==> config.mk <==
export PLATFORM = sky130hd
export DESIGN_NAME = ddsd_front
export DESIGN_NICKNAME = d
export VERILOG_FILES = /design/src/rtl/ddsd_pkg.sv /design/src/rtl/ddsd_front.sv
export SDC_FILE = /design/constraint.sdc
export NUM_CORES = 1
export LEC_CHECK = 0
export BUFFER_PORTS_ARGS = -buffer_cell sky130_fd_sc_hd__buf_2
export CORE_MARGIN = 8
export CORE_UTILIZATION = 43
export DETAILED_ROUTE_END_ITERATION = 8
export PLACE_DENSITY = 0.86
export SYNTH_ARGS = -nofsm -noshare
export SYNTH_HDL_FRONTEND = slang
export SYNTH_SLANG_ARGS = --single-unit
==> constraint.sdc <==
create_clock -name clk -period 1.8 [get_ports clk]
set_input_delay 0.18 -clock clk [delete_from_list [all_inputs] [get_ports clk]]
set_output_delay 0.18 -clock clk [all_outputs]
set_load 0.05 [all_outputs]
==> src/rtl/ddsd_pkg.sv <==
// Shared types and constants of the display dirty span detector.
// Used by every module of the block; depends on nothing.
package ddsd_pkg;

	localparam int PAGE_WIDTH  = 128;
	localparam int PAGE_COUNT  = 8;
	localparam int BUF_BYTES   = PAGE_WIDTH * PAGE_COUNT;
	localparam int POS_W       = $clog2(BUF_BYTES);
	localparam int COL_W       = $clog2(PAGE_WIDTH);
	localparam int QUEUE_DEPTH = 4;
	localparam int QPTR_W      = $clog2(QUEUE_DEPTH);

	// Register file layout
	localparam int CFG_IDX_W  = 1;
	localparam int CFG_DATA_W = 7;
	localparam logic [CFG_IDX_W-1:0] CFG_GAP_LIMIT     = 1'd0;
	localparam logic [CFG_IDX_W-1:0] CFG_COLUMN_OFFSET = 1'd1;

	localparam logic [6:0] GAP_LIMIT_RST     = 7'd8;
	localparam logic [1:0] COLUMN_OFFSET_RST = 2'd2;

	// One classified framebuffer byte
	typedef struct packed {
		logic [POS_W-1:0] pos;
		logic [7:0]       pix;
		logic             frame_end;
		logic             page_end;
	} item_t;

	// One span descriptor
	typedef struct packed {
		logic [2:0] page;
		logic [7:0] column;
		logic [7:0] span_length;
		logic [9:0] start_index;
		logic       first_in_frame;
	} span_t;

	// Settings seen by the back end
	typedef struct packed {
		logic [6:0] gap_limit;
		logic [1:0] column_offset;
	} cfg_t;

endpackage

==> src/rtl/ddsd_front.sv <==
// Front end: scan position counter and page/frame end classification.
// Depends on ddsd_pkg.
module ddsd_front import ddsd_pkg::*; (
	input  logic  clk,
	input  logic  arst_n,
	input  logic  push,
	input  logic  [7:0] pixel_byte,
	input  logic  frame_last,
	output item_t item
);

	logic [POS_W-1:0] pos_q;

	always_comb begin
		item.pos       = pos_q;
		item.pix       = pixel_byte;
		item.frame_end = frame_last || (pos_q == POS_W'(BUF_BYTES - 1));
		item.page_end  = (pos_q[COL_W-1:0] == COL_W'(PAGE_WIDTH - 1));
	end

	// Advance on every transfer, return to zero at frame end
	always_ff @(posedge clk or negedge arst_n) begin
		if (!arst_n) begin
			pos_q <= '0;
		end else if (push) begin
			pos_q <= item.frame_end ? '0 : pos_q + 1'b1;
		end
	end

endmodule

== After elaboration in Yosys (flattened, before gate mapping) ==
Index checks and enable logic that the tools add are counted.

* Word-level logic and storage cells: 6
* Output and inout bits: 20
* Register bits after elaboration: 10
* Bits of input ports: 12

* Reductions and logical operators: 1
* Mux-type cells: 1
* Equal/unequal tests: 2
* Add/subtract/negate cells: 1

{| class="wikitable"
|+ Operators with widths
! operator !! count
|-
| adder 10 x 1 -> 10 bit, second input constant || 1
|-
| == test 10 bit, second input constant || 1
|-
| 2-to-1 mux 10 bit || 1
|-
| == test 7 bit, second input constant || 1
|-
| logical OR 1 bit || 1
|}

== Depth between registers and ports, before layout ==
* Depth in word-level cells: 3
* Depth in mapped cells: 4
* Depth with buffers taken out: 4

== Least setup slack after synthesis ==
No wires, ideal clock.

* Kind: register to register
* Start: reg pos_q[0]
* End: reg pos_q[0]
* Cell stages (with the launch flop): 5
* Slack: -0.501 ns
* Required time: 1.637 ns
* Arrival: 2.138 ns
* Buffers on the path: 0
* Library setup time: 0.163 ns
* Cell sequence: dfrtp_1 > ha_1 > nand2_2 > o31ai_2 > o21ai_1

{| class="wikitable"
|+ RTL lines
! item !! line !! text
|-
| start: declaration || ddsd_front.sv:12 || <nowiki>logic [POS_W-1:0] pos_q;</nowiki>
|-
| start signal: assignment || ddsd_front.sv:26 || <nowiki>pos_q <= item.frame_end ? '0 : pos_q + 1'b1;</nowiki>
|}

==> impl_metrics.toml <==
[synth]
synth.distinct_cells = 31
netlist.area_leader.share_pct = 38.8
avgSynthCellArea_um2 = 9.78
syn_nets = 79
yosysWarningCount = 0
synth-seq-area-share_pct = 38.8
yosys-top-cells-area = "dfrtp_1 39%, buf_4 9.3%, o41ai_4 4.3%"
synth_top_area_cell = "dfrtp_1"
syn-instance-count = 66
ys_ff_latch = 10
synth_area_um2 = 646

[clock_network]
cts_max_level = 1
clkSinkCount = 10
cts_root_buffer = "clkbuf_4"
cts_setup_buffers = 0
tritoncts = "done"
cts_buffer_depth = 2
path_clk_slew_ps = 70
clk_latency_ps = 260
cts_made_buffers = 3

[die]
die-height_um = 54.8
die_area_mm2 = 0.00300
io_pins = 32
floorplan.rows = 14
core_area_mm2 = 0.00145
die_x_um = 54.8
start_util_pct = 44.4

[routing]
dr.pass1.iters = 4
vias_per_cell = 5.67
drtIter0Drc = 16
ant_nets = 0
via_count = 527
wirelength_mm = 1.41
drc = 0
post_drt_wl_per_cell_um = 15.1

[layout]
top_register = "pos_q"
stdcell_area_um2 = 753
multi_input_area_um2 = 333
area_growth_pct = 16.7
regArea_um2 = 262
fillers = 141
largestRegisters = "pos_q: 10 flops"
layout_common_cells = "14 x buf_2, 9 x dfrtp_2, 7 x nand2_1, 4 x nand3_1"
final_common_cell = "buf_2"
final-instance-count-excl-fill = 93
nNetsFinal = 91
largest_register_ffs = 10
layout-drive-gt1-share_pct = 46.8
insertedDiodeCount = 0

[timing]
clock-skew-final_ps = 1.09
fin_crit_sh_pct = 93.5
rsz0062_at_grt = "no"
tns_ps = 0
fin_crit_ps = 1680
finalHoldViolCount = 0
tightest_slew_ps = 366
slew_headroom_pct = 75.5
final_max_slew_viol_count = 0
fmax_mhz = 594
setup_violations = 0

[global_routing]
track_usage_pct = 10.5
grt_pass1_wl_mm = 2.33
antenna_found_initial = 0
overflow = 0
grt_pass1_vias = 547
grt_max_degree = 11

[place]
numPortBuffers = 15
gp_congestion = 0.844
place_hpwl_mm = 1.11
place_area_um2 = 698
dpl.cell_count = 88

[flow_run]
cap_violations = 0

[setup_path]
cp_slowest_stage_delay_ps = 410
startpoint_type = "register"
crit_fanout = 6
critPathArrivalTime_ps = 1500
crit_chain = "ha_2, nand2_2, o31ai_4, buf_6"
crit_family = "flip-flops"
crit_buf_inv = 1
crit_type = "register to output pin"
worst_setup_path_end_kind = "output pin"
cpMaxStageDelayCell = "dfrtp_2"
critical_path_required_ps = 1620

[power]
ir_drop_v = 0.000428
p_leak_nw = 0.365
power_density_mw_per_mm2 = 824

[worst_hold_path]
hp-class = "input pin to register"

[status]
outcome = "completed"
## layer usage
layer | track usage [%] | share of wire (%) | vias up
met5 | 0 | 0 | -
met4 | 6.97 | 2.1 | 0
met3 | 2.99 | 7.5 | 5
met2 | 15.8 | 47 | 17
met1 | 12.6 | 43 | 250
li1 | - | - | 255
## kinds of logic (layout without fill, tap and decap cells)
kind of cell               count (synthesis)  after routing  share of synthesized area (%)
and+or+nand+nor                           26             26                           23.6
buffers and inverters                     12             23                           11.8
adders and majority gates                  1              1                           1.94
DFF                                       10             10                           38.8
xor gates and xnor gates                   2              2                           2.71
AOI/OAI and AO/OA                         15             15                           21.1
## worst register-to-register path, stage by stage (launching register included)
cell     delay, ps
dfrtp_2        410
ha_2           230
nand2_2        140
o41ai_4        460
nor2_1         110
## cell usage after synthesis
master,number
nand4_2,1
a21oi_1,1
xor2_1,2
dfrtp_1,10
nor3_1,1
o31ai_2,1
a31o_1,1
nand4_1,1
o211ai_1,1
nand3_1,4
buf_4,8
o311a_1,1
a22o_1,1
o21ai_0,3
a211o_1,1
nand2b_1,2
o211a_1,1
nand2_1,7
o21ai_1,1
buf_2,1
or4_1,1
o2bb2ai_1,1
o41ai_4,1
nand3b_1,1
ha_1,1
or3_1,2
nand4_4,1
nand2_2,1
inv_1,3
nor2_1,4
a21oi_2,1
## metrics by stage
step	hold slack [ps]	power, mW	utilization [%]	worst slack (ps)
after floorplan	-116	0.430	-	17.8
after global placement	52.5	0.417	48.0	344
after detailed placement	59.2	0.421	48.0	295
after CTS	248	0.626	51.2	0.969
after global routing	256	0.657	51.8	42.0
final	254	0.621	51.8	118
## cell type report
type	count	area share [%]
well taps	16	2.66
repair buffers	16	12.1
inverters	3	1.50
flip-flops and latches	10	34.7
multi-input cells	44	44.2
clock buffers	4	4.82
## report_power, final
group	leakage [nW]	internal, mW	switching (mW)	total (mW)
Sequential	0.122	0.243	0.0286	0.272
Combinational	0.222	0.0413	0.106	0.147
Clock	0.0210	0.123	0.0791	0.202
Total	0.365	0.408	0.213	0.621
## repair_timing
item	4_1_cts	5_1_grt
setup endpoints to repair	0	2
resized for setup	0	4
hold buffers	1	0
hold endpoints to repair	10	0
## final timing paths
check                           slack, ps      from  depth (start not counted)        to
worst min register to register        550  pos_q[1]                          1  pos_q[1]
max in group asynchronous            1280    arst_n                          2  pos_q[8]
worst min-delay path                  250      push                          3  pos_q[0]
worst max-delay path                  120  pos_q[0]                          4   item[1]
worst max register to register        330  pos_q[0]                          4  pos_q[3]
min in group asynchronous             310    arst_n                          2  pos_q[2]
(Power assumes the default switching activity.)
