## config.mk

```make
export PLATFORM = sky130hd
export DESIGN_NAME = ddsd_queue
export DESIGN_NICKNAME = d
export VERILOG_FILES = /design/src/rtl/ddsd_pkg.sv /design/src/rtl/ddsd_queue.sv
export SDC_FILE = /design/constraint.sdc
export NUM_CORES = 1
export LEC_CHECK = 0
export ABC_AREA = 1
export BUFFER_PORTS_ARGS = -buffer_cell sky130_fd_sc_hd__buf_2
export CORE_MARGIN = 2
export CORE_UTILIZATION = 40
export CTS_CLUSTER_DIAMETER = 150
export DETAILED_ROUTE_END_ITERATION = 12
export GPL_ROUTABILITY_DRIVEN = 0
export PLACE_DENSITY_LB_ADDON = 0.05
export SYNTH_ARGS = -nofsm -noshare
export SYNTH_HDL_FRONTEND = slang
export SYNTH_SLANG_ARGS = --single-unit
```

## constraint.sdc

```tcl
create_clock -name clk -period 3.38 [get_ports clk]
set_clock_uncertainty 0.05 [all_clocks]
set_input_delay 0.338 -clock clk [delete_from_list [all_inputs] [get_ports clk]]
set_output_delay 0.338 -clock clk [all_outputs]
set_load 0.01 [all_outputs]
```

## src/rtl/ddsd_pkg.sv

```systemverilog
// Shared types and constants of the display dirty span detector.
// Used by every module of the block; depends on nothing.
package ddsd_pkg;

	localparam int PAGE_WIDTH  = 128;
	localparam int PAGE_COUNT  = 8;
	localparam int BUF_BYTES   = PAGE_WIDTH * PAGE_COUNT;
	localparam int POS_W       = $clog2(BUF_BYTES);
	localparam int COL_W       = $clog2(PAGE_WIDTH);
	localparam int QUEUE_DEPTH = 4;
	localparam int QPTR_W      = $clog2(QUEUE_DEPTH);

	// Register file layout
	localparam int CFG_IDX_W  = 1;
	localparam int CFG_DATA_W = 7;
	localparam logic [CFG_IDX_W-1:0] CFG_GAP_LIMIT     = 1'd0;
	localparam logic [CFG_IDX_W-1:0] CFG_COLUMN_OFFSET = 1'd1;

	localparam logic [6:0] GAP_LIMIT_RST     = 7'd8;
	localparam logic [1:0] COLUMN_OFFSET_RST = 2'd2;

	// One classified framebuffer byte
	typedef struct packed {
		logic [POS_W-1:0] pos;
		logic [7:0]       pix;
		logic             frame_end;
		logic             page_end;
	} item_t;

	// One span descriptor
	typedef struct packed {
		logic [2:0] page;
		logic [7:0] column;
		logic [7:0] span_length;
		logic [9:0] start_index;
		logic       first_in_frame;
	} span_t;

	// Settings seen by the back end
	typedef struct packed {
		logic [6:0] gap_limit;
		logic [1:0] column_offset;
	} cfg_t;

endpackage

```

## src/rtl/ddsd_queue.sv

```systemverilog
// Short FIFO of classified items between front and back end.
// Depends on ddsd_pkg.
module ddsd_queue import ddsd_pkg::*; (
	input  logic  clk,
	input  logic  arst_n,
	input  logic  push,
	input  item_t push_item,
	output logic  full,
	input  logic  pop,
	output logic  head_valid,
	output item_t head_item
);

	item_t                entry_q [QUEUE_DEPTH];
	logic [QPTR_W-1:0]    wr_ptr_q;
	logic [QPTR_W-1:0]    rd_ptr_q;
	logic [QPTR_W:0]      count_q;

	assign full       = (count_q == (QPTR_W+1)'(QUEUE_DEPTH));
	assign head_valid = (count_q != '0);
	assign head_item  = entry_q[rd_ptr_q];

	always_ff @(posedge clk) begin
		if (push) begin
			entry_q[wr_ptr_q] <= push_item;
		end
	end

	always_ff @(posedge clk or negedge arst_n) begin
		if (!arst_n) begin
			wr_ptr_q <= '0;
			rd_ptr_q <= '0;
			count_q  <= '0;
		end else begin
			if (push) wr_ptr_q <= wr_ptr_q + 1'b1;
			if (pop)  rd_ptr_q <= rd_ptr_q + 1'b1;
			case ({push, pop})
				2'b10:   count_q <= count_q + 1'b1;
				2'b01:   count_q <= count_q - 1'b1;
				default: count_q <= count_q;
			endcase
		end
	end

endmodule

```

# Word-level counts from Yosys, hierarchy flattened
# Memories as Yosys holds them, arrays and structs flattened.
# Index checks and enable logic that the tools add are counted.
[classes]
n_addsub = 4
n_eq_ne = 3
mux = 3
n_reduce_logical = 2
[op_table]
columns = ["op", "count"]
rows = [
  ["$pmux W3 S2", 1],
  ["$add A2 B1 Y2 const B", 2],
  ["$add A3 B1 Y3 const B", 1],
  ["$eq A3 B3 Y1 const B", 1],
  ["$reduce_bool A3 Y1", 1],
  ["$sub A3 B1 Y3 const B", 1],
  ["$eq A2 B1 Y1 const B", 1],
  ["$eq A2 B2 Y1 const B", 1],
  ["$mux W1", 2],
  ["$reduce_bool A2 Y1", 1],
]
[totals]
ff_bits = 7
ram_bits = 80
input_bits = 24
output_inout_bits = 22
word_cells = 16
memories = 1
[mem_list]
columns = ["memory", "words", "width", "rd", "rd_ports_with_merged_regs", "write_ports", "line", "text"]
rows = [
  ["entry_q", 4, 20, 1, 0, 1, "ddsd_queue.sv:14", "item_t entry_q [QUEUE_DEPTH];"],
]

# Depth between registers and ports, before layout
# Gate-level depths: netlist of the first run.
[logic_depth]
ltp_word = 2
depth_mapped = 10
mapped_depth_nobuf = 9

# Worst setup path before layout of the first run
# OpenSTA, ideal clock, no wires.
[synth_path]
kind = "input to register"
start = "input push"
end = "register count_q[2]"
setup_time_ns = 0.117
arrival_time_ns = 1.336
t_required_ns = 3.213
setup_slack_ns = 1.877
stages = 9
n_path_buf = 1
cell_sequence = "buf_2 inv_1 ha_1 inv_1 fa_1 nand2_1 nand3_1 nand2_1 nand2_1"
[synth_between]
elab_chain_cells = 2
word_cells_on_any_way = 4
classes_between = "eq/ne (2); mux (1); reduce/logical (1)"
[synth_rtl]
columns = ["element", "line", "text"]
rows = [
  ["start: declaration", "ddsd_queue.sv:6", "input logic push,"],
  ["$eq A2 B1 Y1 or $eq A2 B2 Y1 (tied branches)", "ddsd_queue.sv:37", "case ({push, pop})"],
  ["$pmux W3 S2 or $reduce_bool A2 Y1 (tied branches)", "n/a", ""],
  ["end signal: assignment", "ddsd_queue.sv:38", "2'b10: count_q <= count_q + 1'b1;"],
  ["end signal: assignment", "ddsd_queue.sv:39", "2'b01: count_q <= count_q - 1'b1;"],
  ["end signal: assignment", "ddsd_queue.sv:40", "default: count_q <= count_q;"],
  ["end: declaration", "ddsd_queue.sv:17", "logic [QPTR_W:0] count_q;"],
]
# Parallel ways exist; a longest one is shown, timed or not.
# A chain may end at the register's enable or synchronous reset.

==> results_dict.tcl, run 1 <==
set metrics [dict create \
    ys.flop_type "edfxtp_1" \
    status "finished clean" \
    clock_sinks 87 \
    htree_levels 3 \
    drive_above_1_share 0.195 \
    p_leak_nw 1.74 \
    num_antenna_cells 0 \
    r2r_slack_ns 1.54 \
    synth.distinct_cells 15 \
    critical_path.endpoint_type "primary output" \
    hold_end "entry_q[3][15]" \
    ys_seq_area_frac 0.712 \
    drt-pass1-iter-count 6 \
    dpl.hpwl_um 3760 \
    cts_resized 0 \
    die_w_um 99.2 \
    track_usage 0.135 \
    grt_pass1_wl_um 9980 \
    synth_area_leaders "edfxtp_1, o211ai_1, nand2_1" \
    fp-row-count 34 \
    hold_viol_final 0 \
    synth_top_cells_by_count "edfxtp_1, nand2_1, inv_1" \
    crit_arrival_ns 1.91 \
    maxCapViolations 0 \
    final_util 0.473 \
    pre_cts_ws_ns 1.42 \
    ys_ff_latch 87 \
    startpoint_type "flop" \
    synth.largest_area_cell "edfxtp_1" \
    cts_setup_buffers 0 \
    syn_area_per_cell_sq_um 12.8 \
    vdd_drop_max_mv 0.398 \
    worstHoldStart "push_item[15]" \
    worstPathRequired_ns 2.99 \
    worst_slew_pin_slew_ns 1.03 \
    synthToLayoutAreaGrowth_pct 14.4 \
    cts_buffers 9 \
    synth_top_area_frac 0.663 \
    ys_warn_count 0 \
    vias 2046 \
    fp.dieH_um 99.2 \
    relSlewSlack 0.316 \
    fin_tns_setup_ns 0 \
    antenna_found_initial 0 \
    final_antenna_net_count 0 \
    die-area_sq_um 9830 \
    ioPinCount 46 \
    hold_path.class "primary input to flop" \
    whs_path_depth 1 \
    async_flop_share 0.0805 \
    grt_max_degree 39 \
    yosysMostFrequentCell "edfxtp_1" \
    cts_tree "yes" \
    clockRootBuffer "clkbuf_8" \
    via_per_inst 4.64 \
    drt_iter0_drc 58 \
    p_per_area_nw_per_um2 849 \
    final_nets 358 \
    period_minus_slack_ns 2.30 \
    syn_area_sq_um 3620 \
    fin_ws_ns 1.08 \
    core_area_sq_um 8760 \
    ff2ff_path_depth 4 \
    port_buffers 45 \
    reg2reg_from "wr_ptr_q[0]" \
    cts.hold.buffers_added 1 \
    r2r-end "entry_q[2][19]" \
    initial_core_util 0.413 \
    insertion_delay_ns 0.34 \
    wirelength_um 6210 \
    synthCells 282 \
    maxSlewViolCount 0 \
    clock_path_buffers 2 \
    finalSetupViolations 0 \
    fin_crit_sh 0.679 \
    grt-ovfl-total 0 \
    rsz0062_at_grt "false" \
    crit_type "flop to primary output" \
    max_freq_ghz 0.435 \
    cp_max_fo 38 \
    synth_edf_count 80 \
    syn_nets 312 \
    cts.clk_slew.worst_paths_ns 0.08 \
    grt_pass1_vias 2031 \
    drc_errors 0 \
    wl_per_cell_um 14.1 \
]
## stage by stage
stage          cells  total power, W  hold WS, ns  cell area [sq um]
6_report         441         0.00352        0.152               4150
5_1_grt          441         0.00377        0.143               4150
4_1_cts          441         0.00358        0.140               4150
3_5_place_dp     424         0.00270        0.139               3880
3_3_place_gp     424         0.00268        0.143               3880
2_1_floorplan    282         0.00238     -0.00759               3620
## area by class of cell
cell class | instances | area, sq um
Fill cell | 786 | 4620
Sequential cell | 87 | 2580
Multi-Input combinational cell | 127 | 716
Timing Repair Buffer | 49 | 258
Inverter | 54 | 203
Clock buffer | 11 | 151
Tap cell | 108 | 135
Clock inverter | 5 | 104
## critical path, stage by stage (launching register included)
cell and delay, ns:
dfrtp_2 0.76, buf_4 0.40, nand2_1 0.09, o211ai_1 0.08, nand2_1 0.08, buf_2 0.14
## registers in the layout, summed over array words and instances (netlist names)
name / count
entry_q: 80
count_q: 3
rd_ptr_q: 2
wr_ptr_q: 2
## power by group
group          leakage [nW]  switching (W)  internal [W]
clock                 0.130       0.000355      0.000531
sequential            0.817       0.000125       0.00142
combinational         0.794       0.000688      0.000397
total                  1.74        0.00117       0.00235
## cells by family after synthesis
group | Yosys count | share of synthesized area
xor gates and xnor gates | 4 | 0.00967
and+or+nand+nor | 75 | 0.0794
buffers and inverters | 68 | 0.0908
AOI/OAI and AO/OA | 42 | 0.0857
adders and majority gates | 6 | 0.0228
DFF | 87 | 0.712
## cell usage in the layout (no fill, tap or decap), drive strengths merged
cell,instances
bufinv,3
o211ai,40
ha,5
dlygate4sd3,1
fa,1
nor3,1
clkbuf,11
nand4,1
o21ai,2
clkinv,2
xor2,3
xnor2,1
buf,48
nand2,71
edfxtp,80
nand3,2
inv,54
dfrtp,7
## worst max path at each step
stage	end	startpoint	slack (ns)	cells after the start
6_report	head_item[9]	rd_ptr_q[0]	1.08	5
3_3_place_gp	head_item[19]	rd_ptr_q[0]	1.43	5
3_5_place_dp	head_item[19]	rd_ptr_q[0]	1.42	5
2_1_floorplan	count_q[2]	push	1.88	9
5_1_grt	head_item[3]	rd_ptr_q[0]	0.87	5
4_1_cts	head_item[19]	rd_ptr_q[0]	1.04	5
## routing by layer
| metal | global-route usage | wire length, um | up-vias |
|---|---|---|---|
| met5 | 0 | 0 | - |
| met4 | 0.0601 | 102 | 0 |
| met3 | 0.0358 | 326 | 9 |
| met2 | 0.217 | 2930 | 36 |
| met1 | 0.173 | 2850 | 956 |
| li1 | - | - | 1045 |
(Power assumes the default switching activity.)
==> inputs of run 2 (changes only) <==
Clock period 3.38 ns to 2.2 ns, I/O delays scaled along.
==> run 2 against run 1 <==
Design area hardly changed. Sequential cell count is the same. Core utilization about the same. Combinational power rose by 70%. Worst hold slack got worse by 0.12 ns. Critical endpoint is now head_item[1].
==> results_dict.tcl, run 2 (synthesis results as in run 1) <==
set metrics [dict create \
    fillers 790 \
    cts_buffers 9 \
    whs_path_depth 1 \
    fp.dieH_um 99.2 \
    worstHoldStart "push_item[16]" \
    grt_max_degree 45 \
    initial_core_util 0.413 \
    dpl_cell_area_sq_um 3940 \
    fin_ws_ns 0.299 \
    track_usage 0.140 \
    final_cell_area_sq_um 4140 \
    reg2reg_from "wr_ptr_q[0]" \
    p_clk_frac 0.205 \
    grt_pass1_wl_um 10300 \
    cts_setup_buffers 0 \
    cts.hold.buffers_added 1 \
    grt_pass1_vias 2023 \
    htree_levels 3 \
    ioPinCount 46 \
    synthToLayoutAreaGrowth_pct 14.3 \
    vias 2081 \
    hold_path.class "primary input to flop" \
    critical_path.endpoint_type "primary output" \
    drive_above_1_share 0.198 \
    period_minus_slack_ns 1.90 \
    largest_reg_flops 80 \
    p_per_area_nw_per_um2 1250 \
    cts_resized 0 \
    clock_sinks 87 \
    via_per_inst 4.67 \
    final_cell_count_no_fill 446 \
    cp.buffers_inverters 3 \
    layout_commonest_cell "edfxtp_1" \
    clock_path_buffers 2 \
    crit_slowest_cell "dfrtp_1" \
    wirelength_um 6300 \
    largestRegisters "entry_q: 80 flops, count_q: 3 flops" \
    p_leak_nw 1.73 \
    insertion_delay_ns 0.34 \
    cp_max_fo 13 \
    cts_tree "yes" \
    finalSetupViolations 0 \
    p_switching_w 0.00181 \
    port_buffers 45 \
    swShare 0.350 \
    fin_tns_setup_ns 0 \
    hold_viol_final 0 \
    r2r_slack_ns 0.63 \
    status "finished clean" \
    pre_cts_ws_ns 0.606 \
    num_antenna_cells 0 \
    power_frac_comb 0.355 \
    fp-row-count 34 \
    maxSlewViolCount 0 \
    core_area_sq_um 8760 \
    antenna_found_initial 0 \
    crit_type "flop to primary output" \
    die_w_um 99.2 \
    startpoint_type "flop" \
    die-area_sq_um 9830 \
    hold_end "entry_q[0][16]" \
    cpPeakStageDelay_ns 0.38 \
    max_freq_ghz 0.526 \
    rsz0062_at_grt "false" \
    layout_common_cells "edfxtp_1, nand2_1, inv_1" \
    power.internal_w 0.00337 \
    ff2ff_path_depth 5 \
    final_nets 363 \
    grt-ovfl-total 0 \
    vdd_drop_max_mv 0.480 \
    clockRootBuffer "clkbuf_8" \
    seqPwrFrac 0.439 \
    dp_cells 429 \
    worstPathRequired_ns 1.93 \
    path_cells "inv_1 > buf_4 > o211ai_1 > nand2_1 > buf_2" \
    fin_crit_sh 0.864 \
    drt-pass1-iter-count 4 \
    dpl.hpwl_um 3980 \
    maxCapViolations 0 \
    cts.clk_slew.worst_paths_ns 0.09 \
    drt_iter0_drc 89 \
    relSlewSlack 0.701 \
    worst_slew_pin_slew_ns 0.448 \
    r2r-end "entry_q[2][12]" \
    hold_slack_ns 0.0316 \
    drc_errors 0 \
    regMostFlops "entry_q" \
    wl_per_cell_um 14.1 \
    final_antenna_net_count 0 \
    critical_path.top_delay_family "buffers and inverters" \
    crit_arrival_ns 1.63 \
]
==> run 2: per-stage QoR <==
stage / power, W / utilization
after global placement: 0.00419 / 0.450
after global routing: 0.00560 / 0.473
after detailed placement: 0.00421 / 0.450
after CTS: 0.00528 / 0.473
final: 0.00518 / 0.473
after floorplan: 0.00365 / -
==> run 2: layer usage <==
metal  vias to the layer above  routed length [um]  GRT usage
met3                        10                 250     0.0358
met1                       977                3030      0.192
met5                         -                   0          0
met4                         0                 103     0.0632
met2                        38                2920      0.211
li1                       1056                   -          -
==> run 2: power groups by stage <==
stage | Clock, W | Combinational, W | Sequential [W]
2_1_floorplan | 0 | 0.00136 | 0.00230
3_3_place_gp | 0 | 0.00188 | 0.00231
3_5_place_dp | 0 | 0.00190 | 0.00232
4_1_cts | 0.00109 | 0.00190 | 0.00228
5_1_grt | 0.00117 | 0.00212 | 0.00231
6_report | 0.00106 | 0.00184 | 0.00228
==> run 2: worst max-delay path by stage <==
stage	startpoint	to	slack (ns)	depth (start not counted)
global route	rd_ptr_q[1]	head_item[1]	0.1	5
floorplan	wr_ptr_q[0]	entry_q[2][0]	0.71	4
CTS	rd_ptr_q[1]	head_item[1]	0.27	5
global placement	wr_ptr_q[0]	entry_q[2][16]	0.64	5
finish	rd_ptr_q[1]	head_item[1]	0.30	5
detailed placement	wr_ptr_q[0]	entry_q[2][18]	0.61	5
==> run 2: cell type report <==
cell class                 instances  area [sq um]  share of cell area
sequential                        87          2580               0.623
clock inverter                     6          61.3              0.0148
clock buffer                      10           128              0.0308
inverter                          54           203              0.0489
tap                              108           135              0.0326
timing repair buffer              54           320              0.0773
multi-input combinational        127           716               0.173
==> inputs of run 3 (changes only) <==
Settings changed: CORE_MARGIN 2 to unset, SETUP_SLACK_MARGIN set to 0.4.
==> run 3 against run 2 <==
Wire length up 5.6%. Worst hold slack about the same. Fmax up 7.5%. Sequential cell count unchanged. First-iteration DRC count down 20%. Core utilization up 0.87 points. Combinational power up 9.8%. Largest power group unchanged. Largest cell class unchanged.
==> results_dict.tcl, run 3 (synthesis results as in run 1) <==
set metrics [dict create \
    p_clk_frac 0.196 \
    grt-ovfl-total 0 \
    cp_max_fo 29 \
    power.internal_w 0.00351 \
    hold_viol_final 0 \
    crit_type "flop to primary output" \
    worstPathRequired_ns 1.93 \
    fillers 832 \
    seqPwrFrac 0.429 \
    power_frac_comb 0.375 \
    final_nets 369 \
    crit_arrival_ns 1.50 \
    drt_iter0_drc 71 \
    final_cell_area_sq_um 4220 \
    vias 2155 \
    insertion_delay_ns 0.34 \
    dpl_cell_area_sq_um 3960 \
    drt-pass1-iter-count 4 \
    relSlewSlack 0.768 \
    critical_path.endpoint_type "primary output" \
    finalSetupViolations 0 \
    drive_above_1_share 0.215 \
    synthToLayoutAreaGrowth_pct 16.4 \
    cts.clk_slew.worst_paths_ns 0.09 \
    p_per_area_nw_per_um2 1280 \
    via_per_inst 4.77 \
    fin_tns_setup_ns 0 \
    fp-row-count 34 \
    period_minus_slack_ns 1.77 \
    fin_crit_sh 0.804 \
    maxSlewViolCount 0 \
    core_area_sq_um 8760 \
    largest_reg_flops 80 \
    drc_errors 0 \
    worst_slew_pin_slew_ns 0.347 \
    cts_buffers 9 \
    rsz0062_at_grt "true" \
    max_freq_ghz 0.566 \
    layout_commonest_cell "edfxtp_1" \
    maxCapViolations 0 \
    layout_common_cells "edfxtp_1, nand2_1, inv_1" \
    multi_input_area_sq_um 716 \
    clock_sinks 87 \
    p_total_w 0.00538 \
    track_usage 0.150 \
    wirelength_um 6650 \
    hold_path.class "primary input to flop" \
    die_w_um 97.2 \
    largestRegisters "entry_q: 80 flops, count_q: 3 flops" \
    cts_tree "yes" \
    p_switching_w 0.00187 \
    initial_core_util 0.413 \
    htree_levels 3 \
    wl_per_cell_um 14.7 \
    grt_pass1_wl_um 10600 \
    num_antenna_cells 0 \
    clock_path_buffers 2 \
    final_antenna_net_count 0 \
    p_leak_nw 1.77 \
    ff2ff_path_depth 5 \
    regMostFlops "entry_q" \
    whs_path_depth 1 \
    vdd_drop_max_mv 0.424 \
    fp.dieH_um 97.2 \
    regArea_sq_um 2580 \
    die-area_sq_um 9440 \
    grt_pass1_vias 2126 \
    swShare 0.348 \
    ioPinCount 46 \
    dpl.hpwl_um 4060 \
    status "finished clean" \
    antenna_found_initial 0 \
    startpoint_type "flop" \
    clockRootBuffer "clkbuf_8" \
    port_buffers 45 \
    grt_max_degree 59 \
]
[run 3: changes by cell type in the layout (fill, tap and decap cells not counted), sizes merged]
| cell | delta |
|---|---|
| clkbuf | +3 |
| clkinv | -2 |
| buf | +5 |
[run 3: final timing paths]
path | startpoint | end | slack [ns]
max | rd_ptr_q[0] | head_item[19] | 0.43
max reg2reg | wr_ptr_q[0] | entry_q[2][12] | 0.63
min | push_item[6] | entry_q[3][6] | 0.03
max in group asynchronous | arst_n | rd_ptr_q[0] | 1.72
min in group asynchronous | arst_n | count_q[2] | 0.19
min reg2reg | count_q[2] | count_q[2] | 0.43
[run 3: power by group through the flow]
stage | logic, W | clock network [W] | registers [W]
after floorplan | 0.00136 | 0 | 0.00230
after global placement | 0.00185 | 0 | 0.00238
after detailed placement | 0.00187 | 0 | 0.00238
after CTS | 0.00199 | 0.00108 | 0.00230
after global routing | 0.00228 | 0.00115 | 0.00234
final | 0.00202 | 0.00105 | 0.00231
[run 3: layout make-up]
type                            count  area share
Sequential cell                    87       0.612
Clock inverter                      4      0.0119
Clock buffer                       12      0.0320
Tap cell                          108      0.0320
Multi-Input combinational cell    127       0.170
Timing Repair Buffer               60      0.0943
Inverter                           54      0.0481
[run 3: timing repair]
action / 4_1_cts / 5_1_grt
pin swaps: 0 / 4
gates cloned: 0 / 1
setup buffers: 3 / 0
hold buffers: 1 / 0
resized for setup: 2 / 3
hold endpoints to repair: 7 / 0
setup endpoints to repair: 20 / 20
[run 3: per-stage QoR]
step	std cells	util	setup slack (ns)	hold WS (ns)
3_5_place_dp	431	0.452	0.571	0.0279
5_1_grt	452	0.481	0.333	0.0191
2_1_floorplan	282	-	0.715	-0.126
4_1_cts	451	0.477	0.403	0.0204
6_report	452	0.481	0.432	0.0316
3_3_place_gp	431	0.452	0.576	0.0238
[run 3: worst max-delay path, stage by stage, from the launching register on]
cell	delay (ns)
dfrtp_4	0.54
buf_16	0.19
o211ai_1	0.18
nand2_1	0.10
buf_2	0.15
[run 3: routing by layer]
metal	wire (um)	share of wire	global-route usage	vias up
li1	-	-	-	1071
met1	3160	0.48	0.203	1032
met2	3140	0.47	0.233	41
met3	219	0.033	0.0266	11
met4	132	0.020	0.0792	0
met5	0	0	0	-
